<file path="config.mk">
export PLATFORM = sky130hd
export DESIGN_NAME = sqe_div
export DESIGN_NICKNAME = d
export VERILOG_FILES = /design/src/sqe_pkg.sv /design/src/sqe_div.sv
export SDC_FILE = /design/constraint.sdc
export NUM_CORES = 1
export LEC_CHECK = 0
export ABC_CLOCK_PERIOD_IN_PS = 5470
export BUFFER_PORTS_ARGS = -buffer_cell sky130_fd_sc_hd__buf_4
export CAP_MARGIN = 30
export CORE_MARGIN = 2
export CORE_UTILIZATION = 40
export CTS_CLUSTER_DIAMETER = 40
export DETAILED_ROUTE_END_ITERATION = 8
export SETUP_SLACK_MARGIN = 0.05
export SYNTH_ARGS = -nofsm -noshare
export SYNTH_HDL_FRONTEND = slang
export SYNTH_SLANG_ARGS = --single-unit
</file>
<file path="constraint.sdc">
create_clock -name aclk -period 5.47 [get_ports aclk]
set_clock_uncertainty 0.15 [all_clocks]
set_input_delay 0.547 -clock aclk [delete_from_list [all_inputs] [get_ports aclk]]
set_output_delay 0.547 -clock aclk [all_outputs]
set_load 0.05 [all_outputs]
</file>
<file path="src/sqe_pkg.sv">
// Shared types and constants for the stack/queue engine.
// No dependencies; used by sqe_div and stack_queue_engine_core.
`default_nettype none

package sqe_pkg;

    // Word store geometry; DEPTH is kept a power of two so pointers wrap freely.
    localparam int DEPTH   = 256;
    localparam int PTR_W   = $clog2(DEPTH);
    localparam int CNT_W   = $clog2(DEPTH + 1);
    localparam int WORD_W  = 32;
    localparam int ENTRY_W = 9;
    localparam int DIV_CNT_W = $clog2(WORD_W);

    typedef enum logic [2:0] {
        ACT_PUSH_TOP    = 3'd0,
        ACT_PUSH_BOTTOM = 3'd1,
        ACT_SWAP        = 3'd2,
        ACT_MOD         = 3'd3,
        ACT_NOP         = 3'd4,
        ACT_QUEUE_MODE  = 3'd5,
        ACT_STACK_MODE  = 3'd6
    } action_t;

    typedef enum logic [1:0] {
        ST_OK      = 2'd0,
        ST_SHORT   = 2'd1,
        ST_DIVZERO = 2'd2,
        ST_FULL    = 2'd3
    } status_t;

    typedef enum logic [2:0] {
        S_IDLE,
        S_SWAP_RD,
        S_SWAP_WR,
        S_MOD_RD,
        S_MOD_DIV,
        S_EMIT
    } fsm_t;

    typedef struct packed {
        logic              start;
        logic [WORD_W-1:0] dividend;
        logic [WORD_W-1:0] divisor;
    } div_req_t;

    typedef struct packed {
        logic              done;
        logic [WORD_W-1:0] remainder;
    } div_rsp_t;

endpackage

`default_nettype wire

</file>
<file path="src/sqe_div.sv">
// Iterative signed remainder unit, one quotient bit per cycle.
// Depends on sqe_pkg for word width and request/response structs.
`default_nettype none

module sqe_div (
    input  wire logic            aclk,
    input  wire logic            aresetn,
    input  wire sqe_pkg::div_req_t req,
    output sqe_pkg::div_rsp_t     rsp
);

    logic                          busy_reg, busy_next;
    logic                          done_reg, done_next;
    logic [sqe_pkg::DIV_CNT_W-1:0] cnt_reg, cnt_next;
    logic [sqe_pkg::WORD_W-1:0]    rem_reg, rem_next;
    logic [sqe_pkg::WORD_W-1:0]    quo_reg, quo_next;
    logic [sqe_pkg::WORD_W-1:0]    ub_reg, ub_next;
    logic                          neg_reg, neg_next;
    logic [sqe_pkg::WORD_W-1:0]    res_reg, res_next;
    logic [sqe_pkg::WORD_W:0]      trial;
    logic [sqe_pkg::WORD_W-1:0]    rem_step;

    always_comb begin
        busy_next = busy_reg;
        done_next = 1'b0;
        cnt_next  = cnt_reg;
        rem_next  = rem_reg;
        quo_next  = quo_reg;
        ub_next   = ub_reg;
        neg_next  = neg_reg;
        res_next  = res_reg;

        trial    = {rem_reg, quo_reg[sqe_pkg::WORD_W-1]};
        rem_step = (trial >= {1'b0, ub_reg}) ? sqe_pkg::WORD_W'(trial - {1'b0, ub_reg})
                                             : trial[sqe_pkg::WORD_W-1:0];

        if (req.start) begin
            // take magnitudes; the remainder carries the dividend's sign
            neg_next  = req.dividend[sqe_pkg::WORD_W-1];
            quo_next  = req.dividend[sqe_pkg::WORD_W-1] ? (-req.dividend) : req.dividend;
            ub_next   = req.divisor[sqe_pkg::WORD_W-1] ? (-req.divisor) : req.divisor;
            rem_next  = '0;
            cnt_next  = '0;
            busy_next = 1'b1;
        end else if (busy_reg) begin
            rem_next = rem_step;
            quo_next = {quo_reg[sqe_pkg::WORD_W-2:0], 1'b0};
            cnt_next = cnt_reg + sqe_pkg::DIV_CNT_W'(1);
            if (cnt_reg == sqe_pkg::DIV_CNT_W'(sqe_pkg::WORD_W - 1)) begin
                busy_next = 1'b0;
                done_next = 1'b1;
                res_next  = neg_reg ? (-rem_step) : rem_step;
            end
        end
    end

    always_ff @(posedge aclk) begin
        if (!aresetn) begin
            busy_reg <= 1'b0;
            done_reg <= 1'b0;
        end else begin
            busy_reg <= busy_next;
            done_reg <= done_next;
        end
        cnt_reg <= cnt_next;
        rem_reg <= rem_next;
        quo_reg <= quo_next;
        ub_reg  <= ub_next;
        neg_reg <= neg_next;
        res_reg <= res_next;
    end

    assign rsp.done      = done_reg;
    assign rsp.remainder = res_reg;

endmodule

`default_nettype wire
</file>
==> flow_summary_export.csv, run 1 <==
group,metric,value,unit
clock_network,post_cts_buffers,0,
timing,max_freq,210.9,MHz
die,core-area,22780,um2
timing,tightestPinTransition,0.9469,ns
die,dieArea,24650,um2
timing,rsz0062_at_grt,"no",
final_layout,syn_to_final_growth,16.62,%
clock_network,cts_tree,"yes",
timing,drv_slew,0,
power,p_per_area,317.4,nW/um2
drt,drt.antenna.violating_nets,0,
placement,dp_cells,1409,
clock_network,htree_levels,4,
critical_path,r2r_cells,15,
die,die_w,157.0,um
clock_network,cts-root-buf,"clkbuf_16",
critical_path,worst-path-max-fanout,29,
status,status,"finished, final reports clean",
synth,synthArstFlopShare,0,%
placement,port-buffer-count,99,
synth,synth_top_cell_area_share,31.11,%
placement,place_hpwl,17.32,mm
placement,globalplace.congestion,0.9100,
timing,hold_viol,0,
die,initial_core_util,41.11,%
power,p_leak,4.330,nW
placement,placed_cell_area,10350,um2
global_route,grt_usage,18.98,%
drt,dr.first_iter.drc_count,622,
final_layout,drive_above_1_share,13.92,%
final_layout,stdcell_count,1441,
die,row_count,55,
synth,synth_top_area_cell,"edfxtp_1",
timing,period_minus_slack,4.742,ns
clock_network,numCtsBuffers,17,
critical_path,r2r-end,"res_reg[28]",
global_route,grt_pass1_vias,7002,
global_route,grt_max_degree,70,
clock_network,cts_resized,0,
hold_path,worstHoldPathCells,1,
drt,vias,7820,
clock_network,clkTransAtPathRegs,0.06,ns
global_route,grt-ovfl-total,0,
drt,post_drt_wl_per_cell,15.93,um
power,total_power,3.467,mW
clock_network,clk_path_buf_depth,2,
timing,setup_tns,0,ns
critical_path,worstReg2RegStart,"rem_reg[13]",
critical_path,ff2ff_setup_slack,0.73,ns
synth,synth_flop_cell,"edfxtp_1",
hold_path,worst_hold_path.endpoint,"ub_reg[0]",
drt,drc,0,
global_route,antenna_found_initial,0,
die,ios,100,
global_route,grt_pass1_wl,36.91,mm
synth,ys_types,72,
drt,via_per_inst,5.427,
final_layout,nets,1220,
clock_network,holdBufCountCts,0,
critical_path,cp-end-kind,"flop",
synth,synth_cells,1046,
critical_path,arrival,4.75,ns
timing,period_share,86.69,%
synth,ys_warn_count,0,
final_layout,diodes,0,
final_layout,final_cell_area,10920,um2
run,maxCapViolCount,0,
critical_path,worst_setup_path_start_kind,"flop",
drt,routed_wl,22.95,mm
hold_path,hold_start,"req[0]",
critical_path,criticalPathCategory,"reg -> reg",
drt,dr.pass1.iters,5,
synth,syn-num-nets,1151,
final_layout,regArea,3695,um2
final_layout,layout_common_cells,"109 x nor2_1, 107 x buf_4, 97 x edfxtp_1",
clock_network,cts_num_sinks,136,
synth,ys_seq_area_share,39.44,%
synth,syn_area,9364,um2
clock_network,clk_latency,0.42,ns
final_layout,fill_cells,2187,
critical_path,crit_required,5.48,ns
timing,max_slew_margin,36.05,%
synth,synth_seq_cells,136,
hold_path,hp-class,"in -> reg",
final_layout,final_common_cell,"nor2_1",
synth,syn_avg_cell_area,8.952,um2
die,dieHeight,157.0,um
synth,synth-edff-count,97,
synth,synth_area_leaders,"edfxtp_1 31%, dfxtp_1 8.3%, xor2_1 5.5%",
timing,setup-violations-final,0,
final_layout,multiInputGateArea,5261,um2
power,ir_drop,0.1783,mV
[cells by family after synthesis]
| logic type | after synthesis | share of synthesized area [%] |
|---|---|---|
| flops | 136 | 39.44 |
| buf+inv | 110 | 4.476 |
| simple gates | 355 | 19.21 |
| xor+xnor | 107 | 10.01 |
| compound gates | 278 | 19.32 |
| fa+ha+maj | 38 | 5.158 |
| mux | 22 | 2.378 |
[per-stage QoR]
stage          setup slack, ns  utilization, %  hold WS, ns
5_1_grt                 0.3423           47.94       0.1751
2_1_floorplan           0.9674               -       0.3173
3_3_place_gp            0.9376           45.44       0.3334
3_5_place_dp            0.7959           45.44       0.3528
6_report                0.7280           47.94       0.1810
4_1_cts                 0.7865           47.94       0.1703
[worst max path at each step]
stage / startpoint / endpoint / cells after the start
floorplan: rem_reg[8] / res_reg[30] / 18
finish: rem_reg[13] / res_reg[28] / 15
CTS: rem_reg[13] / res_reg[28] / 15
detailed placement: rem_reg[13] / res_reg[28] / 15
global route: rem_reg[13] / res_reg[28] / 15
global placement: rem_reg[13] / res_reg[30] / 15
[layer usage]
| metal | track usage [%] | wire [um] | up-vias |
|---|---|---|---|
| met1 | 29.56 | 11930 | 3566 |
| met3 | 4.295 | 1670 | 21 |
| met5 | 0 | 0 | - |
| met2 | 26.04 | 9105 | 238 |
| met4 | 4.849 | 244 | 0 |
| li1 | - | - | 3995 |
[worst max-delay path: stages, from the launching register on]
cell and delay, ns:
dfxtp_1 0.48, ha_1 0.38, a21oi_1 0.28, o21ai_0 0.24, and4_1 0.28, a31oi_1 0.26, nand3_2 0.14, buf_4 0.26
mux2i_1 0.27, ha_1 0.26, nand3b_1 0.11, nor4_1 0.37, o221ai_1 0.32, nand2b_1 0.24, o31ai_1 0.30, xor2_1 0.12
[report_power, final]
part           switching (mW)  internal [mW]
Sequential             0.0570           1.22
Combinational           0.661          0.407
Clock                   0.465          0.655
[cells in the mapped netlist (all sizes together), types with 3 or more instances]
cell type,n
a211o,5
a211oi,31
a21o,12
a21oi,82
a311oi,3
a31oi,7
a41o,3
a41oi,3
and2,10
and3,9
and4,8
buf,8
clkbuf,49
dfxtp,39
edfxtp,97
ha,37
inv,53
mux2i,20
nand2,87
nand2b,7
nand3,18
nand3b,8
nand4,12
nor2,110
nor2b,6
nor3,23
nor3b,4
nor4,11
nor4b,3
o2111ai,4
o211ai,3
o21a,7
o21ai,63
o221ai,3
o31ai,20
o32ai,3
o41ai,10
or2,3
or3,17
or4,10
xnor2,48
xor2,59
[area by class of cell]
class / count / area share, %
Clock buffer: 20 / 4.182
Clock inverter: 12 / 1.043
Inverter: 53 / 1.822
Multi-Input combinational cell: 800 / 48.18
Sequential cell: 136 / 33.83
Tap cell: 313 / 3.586
Timing Repair Buffer: 107 / 7.356
Power figures use the tool's default switching activity.
==> run 2: changes to the inputs <==
--- a/config.mk
+++ b/config.mk
@@ -9,9 +9,10 @@
 export BUFFER_PORTS_ARGS = -buffer_cell sky130_fd_sc_hd__buf_4
 export CAP_MARGIN = 30
 export CORE_MARGIN = 2
-export CORE_UTILIZATION = 40
+export CORE_UTILIZATION = 60
 export CTS_CLUSTER_DIAMETER = 40
 export DETAILED_ROUTE_END_ITERATION = 8
+export PLACE_DENSITY = 0.81
 export SETUP_SLACK_MARGIN = 0.05
 export SYNTH_ARGS = -nofsm -noshare
 export SYNTH_HDL_FRONTEND = slang
==> run 2 against run 1 <==
Wire length decreased by 6.9%. Critical path depth decreased by 1. Fmax increased by 0.19%. Die area decreased by 33%. Register-to-register slack about the same. Design area decreased by 1.3%. Critical endpoint is now res_reg[30].
==> flow_summary_export.csv, run 2 (same netlist as run 1, synthesis figures left out) <==
group,metric,value,unit
critical_path,slowest_stage,"dfxtp_1",
die,dieHeight,128.9,um
global_route,top_usage_layer,"met1",
die,die_w,128.9,um
drt,drc,0,
timing,drv_slew,0,
clock_network,post_cts_buffers,0,
critical_path,crit_family,"compound AO/OA/AOI/OAI gates",
global_route,grt_max_degree,78,
final_layout,diodes,0,
timing,tightestPinTransition,0.8799,ns
clock_network,cts_tree,"yes",
timing,max_slew_margin,40.57,%
status,status,"finished, final reports clean",
die,core-area,15200,um2
power,total_power,3.485,mW
clock_network,htree_levels,4,
die,row_count,45,
critical_path,criticalPathCategory,"reg -> reg",
power,p_per_area,323.4,nW/um2
clock_network,cts-root-buf,"clkbuf_16",
power,ir_drop,0.2392,mV
final_layout,fill_cells,1187,
critical_path,slowest_delay,0.46,ns
global_route,grt_pass1_wl,34.95,mm
placement,place_hpwl,15.90,mm
final_layout,drive_above_1_share,13.68,%
timing,period_share,86.53,%
clock_network,clk_latency,0.42,ns
clock_network,clk_path_buf_depth,2,
drt,drt.antenna.violating_nets,0,
timing,setup_tns,0,ns
global_route,gr-usage-met3,4.865,%
critical_path,worst-path-max-fanout,14,
final_layout,nets,1218,
global_route,grt-ovfl-total,0,
clock_network,clkTransAtPathRegs,0.06,ns
global_route,use_met2,38.75,%
critical_path,crit_required,5.49,ns
drt,vias,7868,
global_route,antenna_found_initial,0,
die,dieArea,16620,um2
clock_network,numCtsBuffers,17,
timing,rsz0062_at_grt,"no",
final_layout,layout_common_cells,"109 x nor2_1, 105 x buf_4, 97 x edfxtp_1",
drt,dr.first_iter.drc_count,805,
clock_network,holdBufCountCts,0,
drt,dr.pass1.iters,5,
die,ios,100,
timing,hold_viol,0,
critical_path,cp-end-kind,"flop",
critical_path,worst_setup_path_start_kind,"flop",
die,initial_core_util,61.60,%
drt,post_drt_wl_per_cell,16.26,um
power,p_leak,4.324,nW
drt,via_per_inst,5.988,
critical_path,arrival,4.75,ns
final_layout,syn_to_final_growth,15.07,%
global_route,grt_usage,26.44,%
timing,period_minus_slack,4.733,ns
global_route,grt_pass1_vias,7080,
critical_path,worst-path-buf-inv,0,
clock_network,cts_resized,0,
hold_path,hp-class,"in -> reg",
timing,max_freq,211.3,MHz
placement,port-buffer-count,99,
run,maxCapViolCount,0,
critical_path,path_cells,"ha_1, a21oi_1, o21ai_0, and4_1, a31oi_1, nand3_2, o21ai_0, ha_1, nand3b_1, nor4_1, o221ai_1, nand3b_1, o41ai_1, xnor2_1",
global_route,grtUsageMet1,40.14,%
timing,hold_ws,0.1793,ns
drt,routed_wl,21.37,mm
final_layout,fin_util,70.88,%
clock_network,cts_num_sinks,136,
final_layout,final_common_cell,"nor2_1",
placement,globalplace.congestion,0.9667,
timing,setup-violations-final,0,
## run 2: cell types whose count changed in the layout (fill, tap and decap cells not counted), sizes merged
cell      change
buf           -2
bufinv        +1
clkbuf        +1
clkinv        -2
clkinvlp      +1
inv           -1
## run 2: final timing paths
path,slack [ns],end,start,depth (start not counted)
max,0.74,res_reg[30],rem_reg[13],14
min,0.18,ub_reg[0],req[0],1
max reg2reg,0.74,res_reg[30],rem_reg[13],14
min reg2reg,0.36,rem_reg[26],rem_reg[26],2
## run 2: report_power, final
part / switching (mW) / leakage [nW] / internal, mW / total (mW)
clock network: 0.449 / 0.279 / 0.703 / 1.15
registers: 0.0549 / 1.25 / 1.22 / 1.28
logic: 0.652 / 2.80 / 0.405 / 1.06
total: 1.16 / 4.32 / 2.33 / 3.48
## run 2: per-layer routing
layer / routed length (um) / share of wire (%) / up-vias
met5: 0 / 0 / -
met4: 291 / 1.4 / 0
met3: 1807 / 8.5 / 19
met2: 9040 / 42 / 292
met1: 10230 / 48 / 3572
li1: - / - / 3985
## run 2: area by class of cell
type / count / area (um2) / area share (%)
multi-input cells: 800 / 5261 / 48.83
flip-flops and latches: 136 / 3695 / 34.29
repair buffers: 105 / 788.3 / 7.315
clock buffers: 21 / 460.4 / 4.273
well taps: 188 / 235.2 / 2.183
inverters: 53 / 198.9 / 1.846
clock inverters: 11 / 136.4 / 1.266
## run 2: per-stage QoR
step           area, um2  std cells  setup WS, ns
2_1_floorplan       9364       1046        0.9674
3_3_place_gp       10180       1282         1.008
3_5_place_dp       10180       1282        0.8485
4_1_cts            10780       1314        0.8303
5_1_grt            10780       1314        0.3151
6_report           10780       1314        0.7371
